==> src/rtl/tkv_pkg.sv <==
package tkv_pkg;

    localparam int CMD_W    = 2;
    localparam int KEY_W    = 16;
    localparam int VAL_W    = 32;
    localparam int STATUS_W = 2;
    localparam int LIVE_W   = 7;

    localparam logic [CMD_W-1:0] CMD_APPEND = 2'd0;
    localparam logic [CMD_W-1:0] CMD_REMOVE = 2'd1;
    localparam logic [CMD_W-1:0] CMD_LOOKUP = 2'd2;
    localparam logic [CMD_W-1:0] CMD_COUNT  = 2'd3;

    localparam logic [STATUS_W-1:0] ST_OK        = 2'd0;
    localparam logic [STATUS_W-1:0] ST_NOT_FOUND = 2'd1;
    localparam logic [STATUS_W-1:0] ST_FULL      = 2'd2;

    localparam logic [KEY_W-1:0] EMPTY_KEY = 16'hFFFF;

    // Commands from the controller to the datapath.
    typedef struct packed {
        logic start;    // capture the input transfer, rewind the scan
        logic scan_en;  // advance the scan by one slot
        logic commit;   // update the table and load the result register
    } tkv_ctrl_t;

    // Status from the datapath to the controller.
    typedef struct packed {
        logic is_count;   // command on the input port is a count
        logic scan_done;  // match seen or every slot below fill examined
        logic out_free;   // result register can take a new result
    } tkv_stat_t;

endpackage

==> src/rtl/tombstone_key_value_table.sv <==
// Tombstone key/value table: TABLE_DEPTH slots of 16-bit key and 32-bit value,
// searched by linear scan over slots below the fill level. Key 0xFFFF marks
// an empty slot.
// Input channel (in_valid/in_stall) carries command, entry_key, entry_value;
// a transfer happens when in_valid is high and in_stall low. Commands:
// append, remove, lookup, count. Every command yields one result on the
// output channel (out_valid/out_stall): status, read_value, live_count.
// Sequence: the input transfer starts the scan, which reads one slot a cycle
// through the registered read port of the key/value memory, compares each
// slot once its read returns and ends on a match or when every slot below
// the fill level has been examined; a commit step then updates the table and
// loads the result register. A count skips the scan and goes straight to
// its commit step.
// One command is in flight at a time; in_stall stays high from the transfer
// until its result is committed. The next command is taken while an earlier
// result still waits in the output register.
// When the receiver stalls, the result register holds and a finished command
// waits in its commit step until that register drains.
// Reset clears the fill level, live count and output valid; table memory
// contents are not cleared, since only slots below the fill level are read.
module tombstone_key_value_table
    import tkv_pkg::*;
#(
    parameter int TABLE_DEPTH = 64
)
(
    input  logic                clk,
    input  logic                rst_n,
    input  logic                in_valid,
    output logic                in_stall,
    input  logic [CMD_W-1:0]    command,
    input  logic [KEY_W-1:0]    entry_key,
    input  logic [VAL_W-1:0]    entry_value,
    output logic                out_valid,
    input  logic                out_stall,
    output logic [STATUS_W-1:0] status,
    output logic [VAL_W-1:0]    read_value,
    output logic [LIVE_W-1:0]   live_count
);

    tkv_ctrl_t ctrl;
    tkv_stat_t stat;

    // Sequencer: capture, scan, commit.
    tkv_ctrl u_ctrl (
        .clk      (clk),
        .rst_n    (rst_n),
        .in_valid (in_valid),
        .in_stall (in_stall),
        .stat     (stat),
        .ctrl     (ctrl)
    );

    // Table memories, scan compare, counters and result register.
    tkv_datapath #(
        .TABLE_DEPTH (TABLE_DEPTH)
    ) u_datapath (
        .clk         (clk),
        .rst_n       (rst_n),
        .ctrl        (ctrl),
        .stat        (stat),
        .command     (command),
        .entry_key   (entry_key),
        .entry_value (entry_value),
        .out_valid   (out_valid),
        .out_stall   (out_stall),
        .status      (status),
        .read_value  (read_value),
        .live_count  (live_count)
    );

endmodule

==> src/rtl/tkv_ctrl.sv <==
module tkv_ctrl
    import tkv_pkg::*;
(
    input  logic      clk,
    input  logic      rst_n,
    input  logic      in_valid,
    output logic      in_stall,
    input  tkv_stat_t stat,
    output tkv_ctrl_t ctrl
);

    localparam logic [1:0] S_IDLE   = 2'd0;
    localparam logic [1:0] S_SCAN   = 2'd1;
    localparam logic [1:0] S_FINISH = 2'd2;

    logic [1:0] state_reg;
    logic [1:0] state_next;
    logic       accept;

    assign in_stall = (state_reg != S_IDLE);
    assign accept   = in_valid && !in_stall;

    always_comb
    begin
        state_next   = state_reg;
        ctrl.start   = 1'b0;
        ctrl.scan_en = 1'b0;
        ctrl.commit  = 1'b0;
        case (state_reg)
            S_IDLE:
            begin
                if (accept)
                begin
                    ctrl.start = 1'b1;
                    state_next = stat.is_count ? S_FINISH : S_SCAN;
                end
            end
            S_SCAN:
            begin
                ctrl.scan_en = 1'b1;
                if (stat.scan_done)
                begin
                    state_next = S_FINISH;
                end
            end
            S_FINISH:
            begin
                // hold until the result register drains
                if (stat.out_free)
                begin
                    ctrl.commit = 1'b1;
                    state_next  = S_IDLE;
                end
            end
            default:
            begin
                state_next = S_IDLE;
            end
        endcase
    end

    always_ff @(posedge clk or negedge rst_n)
    begin
        if (!rst_n)
        begin
            state_reg <= S_IDLE;
        end
        else
        begin
            state_reg <= state_next;
        end
    end

endmodule

==> src/rtl/tkv_datapath.sv <==
module tkv_datapath
    import tkv_pkg::*;
#(
    parameter int TABLE_DEPTH = 64
)
(
    input  logic                clk,
    input  logic                rst_n,
    input  tkv_ctrl_t           ctrl,
    output tkv_stat_t           stat,
    input  logic [CMD_W-1:0]    command,
    input  logic [KEY_W-1:0]    entry_key,
    input  logic [VAL_W-1:0]    entry_value,
    output logic                out_valid,
    input  logic                out_stall,
    output logic [STATUS_W-1:0] status,
    output logic [VAL_W-1:0]    read_value,
    output logic [LIVE_W-1:0]   live_count
);

    localparam int AW = (TABLE_DEPTH > 1) ? $clog2(TABLE_DEPTH) : 1;
    localparam int CW = $clog2(TABLE_DEPTH + 1);
    localparam logic [CW-1:0] DEPTH_C = CW'(TABLE_DEPTH);

    logic [KEY_W-1:0] key_mem [TABLE_DEPTH];
    logic [VAL_W-1:0] val_mem [TABLE_DEPTH];

    logic [CMD_W-1:0]    cmd_reg;
    logic [KEY_W-1:0]    key_reg;
    logic [VAL_W-1:0]    val_reg;
    logic [CW-1:0]       addr_reg;
    logic [AW-1:0]       addr_p_reg;
    logic                pend_reg;
    logic [KEY_W-1:0]    key_rd_reg;
    logic [VAL_W-1:0]    val_rd_reg;
    logic                found_reg;
    logic [AW-1:0]       idx_reg;
    logic [VAL_W-1:0]    val_found_reg;
    logic [CW-1:0]       fill_reg;
    logic [CW-1:0]       fill_next;
    logic [CW-1:0]       live_reg;
    logic [CW-1:0]       live_next;
    logic                out_valid_reg;
    logic [STATUS_W-1:0] status_reg;
    logic [STATUS_W-1:0] status_next;
    logic [VAL_W-1:0]    read_value_reg;
    logic [VAL_W-1:0]    read_value_next;
    logic [LIVE_W-1:0]   live_count_reg;

    logic [KEY_W-1:0] search_key;
    logic             issue;
    logic             match;
    logic             wr_en;
    logic [AW-1:0]    wr_addr;
    logic [KEY_W-1:0] wr_key;
    logic [VAL_W-1:0] wr_val;
    logic             key_live;

    assign search_key = (cmd_reg == CMD_APPEND) ? EMPTY_KEY : key_reg;
    assign issue      = ctrl.scan_en && (addr_reg < fill_reg);
    assign match      = pend_reg && (key_rd_reg == search_key);
    assign key_live   = (key_reg != EMPTY_KEY);

    assign stat.is_count  = (command == CMD_COUNT);
    assign stat.scan_done = match || (!pend_reg && (addr_reg >= fill_reg));
    assign stat.out_free  = !out_valid_reg || !out_stall;

    // Capture the command and walk the scan address.
    always_ff @(posedge clk)
    begin
        if (ctrl.start)
        begin
            cmd_reg <= command;
            key_reg <= entry_key;
            val_reg <= entry_value;
        end
    end

    always_ff @(posedge clk or negedge rst_n)
    begin
        if (!rst_n)
        begin
            addr_reg  <= '0;
            pend_reg  <= 1'b0;
            found_reg <= 1'b0;
        end
        else if (ctrl.start)
        begin
            addr_reg  <= '0;
            pend_reg  <= 1'b0;
            found_reg <= 1'b0;
        end
        else if (ctrl.scan_en)
        begin
            pend_reg <= issue;
            if (issue)
            begin
                addr_reg <= addr_reg + CW'(1);
            end
            if (match)
            begin
                found_reg <= 1'b1;
            end
        end
    end

    always_ff @(posedge clk)
    begin
        if (issue)
        begin
            addr_p_reg <= addr_reg[AW-1:0];
        end
        if (ctrl.scan_en && match)
        begin
            idx_reg       <= addr_p_reg;
            val_found_reg <= val_rd_reg;
        end
    end

    // Table memories: one registered read port, one write port.
    always_ff @(posedge clk)
    begin
        if (issue)
        begin
            key_rd_reg <= key_mem[addr_reg[AW-1:0]];
            val_rd_reg <= val_mem[addr_reg[AW-1:0]];
        end
    end

    always_ff @(posedge clk)
    begin
        if (wr_en)
        begin
            key_mem[wr_addr] <= wr_key;
            val_mem[wr_addr] <= wr_val;
        end
    end

    // Commit: write the slot, adjust fill and live counts, build the result.
    always_comb
    begin
        wr_en           = 1'b0;
        wr_addr         = idx_reg;
        wr_key          = key_reg;
        wr_val          = val_reg;
        fill_next       = fill_reg;
        live_next       = live_reg;
        status_next     = ST_OK;
        read_value_next = '0;
        case (cmd_reg)
            CMD_APPEND:
            begin
                if (found_reg)
                begin
                    wr_en     = ctrl.commit;
                    live_next = live_reg + CW'(key_live);
                end
                else if (fill_reg < DEPTH_C)
                begin
                    wr_en     = ctrl.commit;
                    wr_addr   = fill_reg[AW-1:0];
                    fill_next = fill_reg + CW'(1);
                    live_next = live_reg + CW'(key_live);
                end
                else
                begin
                    status_next = ST_FULL;
                end
            end
            CMD_REMOVE:
            begin
                if (found_reg)
                begin
                    wr_en     = ctrl.commit;
                    wr_key    = EMPTY_KEY;
                    wr_val    = '0;
                    live_next = live_reg - CW'(key_live);
                end
                else
                begin
                    status_next = ST_NOT_FOUND;
                end
            end
            CMD_LOOKUP:
            begin
                if (found_reg)
                begin
                    read_value_next = val_found_reg;
                end
                else
                begin
                    status_next = ST_NOT_FOUND;
                end
            end
            default:
            begin
                status_next = ST_OK;
            end
        endcase
    end

    always_ff @(posedge clk or negedge rst_n)
    begin
        if (!rst_n)
        begin
            fill_reg      <= '0;
            live_reg      <= '0;
            out_valid_reg <= 1'b0;
        end
        else if (ctrl.commit)
        begin
            fill_reg      <= fill_next;
            live_reg      <= live_next;
            out_valid_reg <= 1'b1;
        end
        else if (out_valid_reg && !out_stall)
        begin
            out_valid_reg <= 1'b0;
        end
    end

    always_ff @(posedge clk)
    begin
        if (ctrl.commit)
        begin
            status_reg     <= status_next;
            read_value_reg <= read_value_next;
            live_count_reg <= LIVE_W'(live_next);
        end
    end

    assign out_valid  = out_valid_reg;
    assign status     = status_reg;
    assign read_value = read_value_reg;
    assign live_count = live_count_reg;

    a_fill_bound: assert property (@(posedge clk) disable iff (!rst_n)
        fill_reg <= DEPTH_C)
        else $error("fill level above table depth");

    a_live_bound: assert property (@(posedge clk) disable iff (!rst_n)
        live_reg <= fill_reg)
        else $error("live count above fill level");

    a_commit_free: assert property (@(posedge clk) disable iff (!rst_n)
        ctrl.commit |-> (!out_valid_reg || !out_stall))
        else $error("result overwritten while stalled");

    a_pend_below_fill: assert property (@(posedge clk) disable iff (!rst_n)
        pend_reg |-> (CW'(addr_p_reg) < fill_reg))
        else $error("scan read at or above fill level");

endmodule
==> config.mk <==
export PLATFORM = sky130hd
export DESIGN_NAME = tombstone_key_value_table
export DESIGN_NICKNAME = d
export VERILOG_FILES = /design/src/rtl/tkv_pkg.sv /design/src/rtl/tombstone_key_value_table.sv /design/src/rtl/tkv_ctrl.sv /design/src/rtl/tkv_datapath.sv
export SDC_FILE = /design/constraint.sdc
export NUM_CORES = 2
export LEC_CHECK = 0
export ABC_AREA = 1
export BUFFER_PORTS_ARGS = -buffer_cell sky130_fd_sc_hd__clkbuf_2
export CAP_MARGIN = 40
export CORE_MARGIN = 5
export CORE_UTILIZATION = 25
export DETAILED_ROUTE_END_ITERATION = 7
export GPL_ROUTABILITY_DRIVEN = 0
export PLACE_DENSITY = 0.34
export REMOVE_ABC_BUFFERS = 1
export SETUP_SLACK_MARGIN = 0.15
export SLEW_MARGIN = 20
export SYNTH_ARGS = -nofsm -noshare
export SYNTH_HDL_FRONTEND = slang
export SYNTH_SLANG_ARGS = --single-unit
==> constraint.sdc <==
create_clock -name clk -period 5.7 [get_ports clk]
set_clock_uncertainty 0.2 [all_clocks]
set_input_delay 0.57 -clock clk [delete_from_list [all_inputs] [get_ports clk]]
set_output_delay 0.57 -clock clk [all_outputs]
set_load 0.02 [all_outputs]
==> results.md <==
* Status: finished, final reports clean
* P_int at 49.05 mW
* Worst setup path class: reg2reg
* Die Span X at 736.9 um
* Post-CTS resize count at 0
* Synth Instances at 11030
* Synth-to-Final Area Change at 19.29%
* Leakage at between 50 and 60 nW
* Net Sw Power at about 30 mW
* Crit. Startpoint: u_datapath.cmd_reg[1]
* Synth Warn # at 0
* Area share of the largest cell type after synthesis at 0.7400
* Area after DPL at approximately 140000 um2
* Boundary Pins at 97
* Sequential element share of the synthesized area at 0.7450
* Core box area at 527500 um2
* Max Freq at about 220 MHz
* Reg2Reg Setup Slack at 1.12 ns
* Final worst path period share at 0.8032
* Die H at roughly 740 um
* CTS tree: yes
* GRT Residual Overflow at 0
* Main flop type after synthesis: edfxtp_1
* Hold buffers post-CTS at 72
* Post-CTS setup buffers at 0
* Fillers at 53350
* Layout cells sized above 1 at 0.09987
* Max FFs per register at 2048
* Worst reg2reg endpoint: u_datapath.val_mem[6][10]
* CP Launch Type: register
* NumNets Final at 11370
* HP Class: in2reg
* Register name with the most flops: u_datapath.val_mem
* Critical path required time at about 6 ns
* #FFs+latches synth at between 3000 and 4000
* Drt drc at 0
* Most numerous cell in the Yosys netlist: edfxtp_1
* CTS buffer count at 398
* R2R cell count at 9
* CTS clk-pin slew, worst paths at 0.06 ns
* Via density at ~4.6
* R2R Path Start: u_datapath.cmd_reg[1]
* Top Registers: u_datapath.val_mem: 2048 flops, u_datapath.key_mem: 1024 flops
* Clk sinks at 3281
* Initial Util at 0.2504
* Cell Pwr Density at about 500 nW/um2
* Relative slew slack at 0.3510
* Switching portion of total power at 0.3804
* Cell accounting for the most synthesized area: edfxtp_1
* Gr usage total at 0.1747
* Iter 0 DRT Violations at 7090
* Synth Cell Area at about 130000 um2
* Clock buffer depth at 4
* Setup WS pre-CTS at 1.194 ns
* Worst-skew pair later-pin latency at 1.00 ns
* Most frequent cells after synthesis: 3255 x edfxtp_1, 2965 x nor2_1, 1421 x o21ai_0
* Async SR Flop Fraction at 0.007924
* Hold Path Depth at 2
* Fin worst setup slack at 1.122 ns
* Final instance area at ~160000 um2
* Final antenna-violating net count at 0
* Avg Cell Area, Syn at 11.97 um2
* DR pass1 iterations at 6
* Worst Tran Pin Value at 0.9735 ns
* Pin count of the biggest net entering global routing at about 160
* Fin util at 0.2987
* RSZ-0062 raised after global routing: no
* Synth area leaders: edfxtp_1 74%, nor2_1 8.4%, o21ai_0 5.4%
* Worst Path Max Fanout at 20
* Post-Route WL at just under 500 mm
* H-tree depth at 5
* Final max-slew violation count at 0
* Vias in the first global route at around 85000
* Crit path to: u_datapath.val_mem[6][10]
* Post-synth EDFFs at 3255
* Final setup viols at 0
* Post-DP HPWL at approximately 270 mm
* Initial antenna violation count at 25
* Post-synthesis cell type count at 40
* Hold WS at ~0.11 ns
* Die area at 542900 um2
* Tmin final at 4.578 ns
* First-pass GRT wire length at 679.8 mm
* Avg WL per Cell at 26.29 um
* Gate power share at 0.328
* Critical Path AT at 4.99 ns
* Max rail drop VDD at 0.3225 mV
* Via count at approximately 85000
* Site Rows at 267
* Power share of the clock group at 0.311
* Maxcap violations at 0
* Sequential group share of total power at 0.362
* Root Driver: clkbuf_16
* Port Buffer Count at 96
* CP Capture Type: register
* Hold Violations, Final at 0
==> final cells by class <==
type | instances | area [um2] | share of cell area
Sequential cell | 3281 | 98410 | 0.6246
Inverter | 322 | 1256 | 0.007973
Clock inverter | 223 | 1964 | 0.01247
Tap cell | 6994 | 8751 | 0.05554
Clock buffer | 510 | 10480 | 0.06648
Antenna cell | 7 | 17.52 | 0.0001112
Multi-Input combinational cell | 6771 | 30230 | 0.1919
Timing Repair Buffer | 528 | 6454 | 0.04096
==> worst min path at each step <==
stage | startpoint | endpoint | slack, ns
finish | entry_key[6] | u_datapath.key_reg[6] | 0.11
global route | entry_value[9] | u_datapath.val_reg[9] | 0.04
CTS | entry_key[6] | u_datapath.key_reg[6] | 0.000004
detailed placement | u_datapath.val_rd_reg[20] | u_datapath.val_found_reg[20] | 0.21
global placement | u_datapath.addr_p_reg[2] | u_datapath.idx_reg[2] | 0.20
floorplan | rst_n | u_ctrl.state_reg[0] | 0.07
==> routing by layer <==
layer / routed length, um / GRT usage / share of wire
met1: 227200 / 0.2437 / 0.46
met3: 18350 / 0.01730 / 0.037
met4: 12450 / 0.04226 / 0.025
met5: 26 / 0 / 0.000053
met2: 232000 / 0.2918 / 0.47
==> worst max-delay path, cell delays in order, from the launching register on <==
cell and delay, ns:
edfxtp_1 0.45, inv_1 0.13, ha_1 0.21, inv_2 0.16, nor3_4 0.44, inv_2 0.17, o21ai_2 0.31, nand3_1 0.66
nor2_4 0.90, buf_4 0.50
==> power groups by stage <==
| stage | clock network [mW] | registers [mW] | logic [mW] |
|---|---|---|---|
| CTS | 25.3 | 28.6 | 26.7 |
| finish | 24.6 | 28.6 | 25.9 |
| global placement | 0 | 29.2 | 26.3 |
| detailed placement | 0 | 29.1 | 26.6 |
| global route | 26.4 | 28.7 | 28.6 |
| floorplan | 0 | 28.9 | 8.61 |
==> layout by cell type, fill, tap and decap left out, types with 10 or more instances in the layout <==
master            n
a21oi_1         103
nand2_4          10
nand2_1        1295
edfxtp_1       3255
clkbuf_2         96
o21ai_1         122
nor2_1         2866
inv_1           300
clkbuf_16       402
buf_4           174
o21ai_0        1421
buf_16           32
or2_2            32
clkinv_2         67
clkinv_1        108
ha_1             17
nand3_1         508
bufinv_16        26
dfrtp_1          22
clkbuf_1        107
a31oi_1          14
nor2_4          100
inv_6            10
dlygate4sd3_1    72
buf_12          152
o211ai_1        202
xor2_1           10
==> cell families (layout without fill, tap and decap cells) <==
| logic type | count (synthesis) | count (layout) | share of synthesized area |
|---|---|---|---|
| adder cells (fa/ha/maj) | 17 | 17 | 0.001610 |
| other | 0 | 7 | 0 |
| buffers and inverters | 979 | 1583 | 0.03257 |
| AND/OR/NAND/NOR | 4859 | 4859 | 0.1443 |
| XOR/XNOR | 10 | 10 | 0.0006631 |
| flip-flops | 3281 | 3281 | 0.7450 |
| AO/OA/AOI/OAI | 1885 | 1885 | 0.07586 |
==> stage by stage <==
step / power [mW] / setup TNS (ns) / instances
finish: 79.17 / 0 / 18640
global route: 83.63 / 0 / 18630
CTS: 80.68 / 0 / 18620
detailed placement: 55.71 / 0 / 17820
global placement: 55.54 / 0 / 17770
floorplan: 37.49 / -9928.37 / 10370
Power figures use the tool's default switching activity.
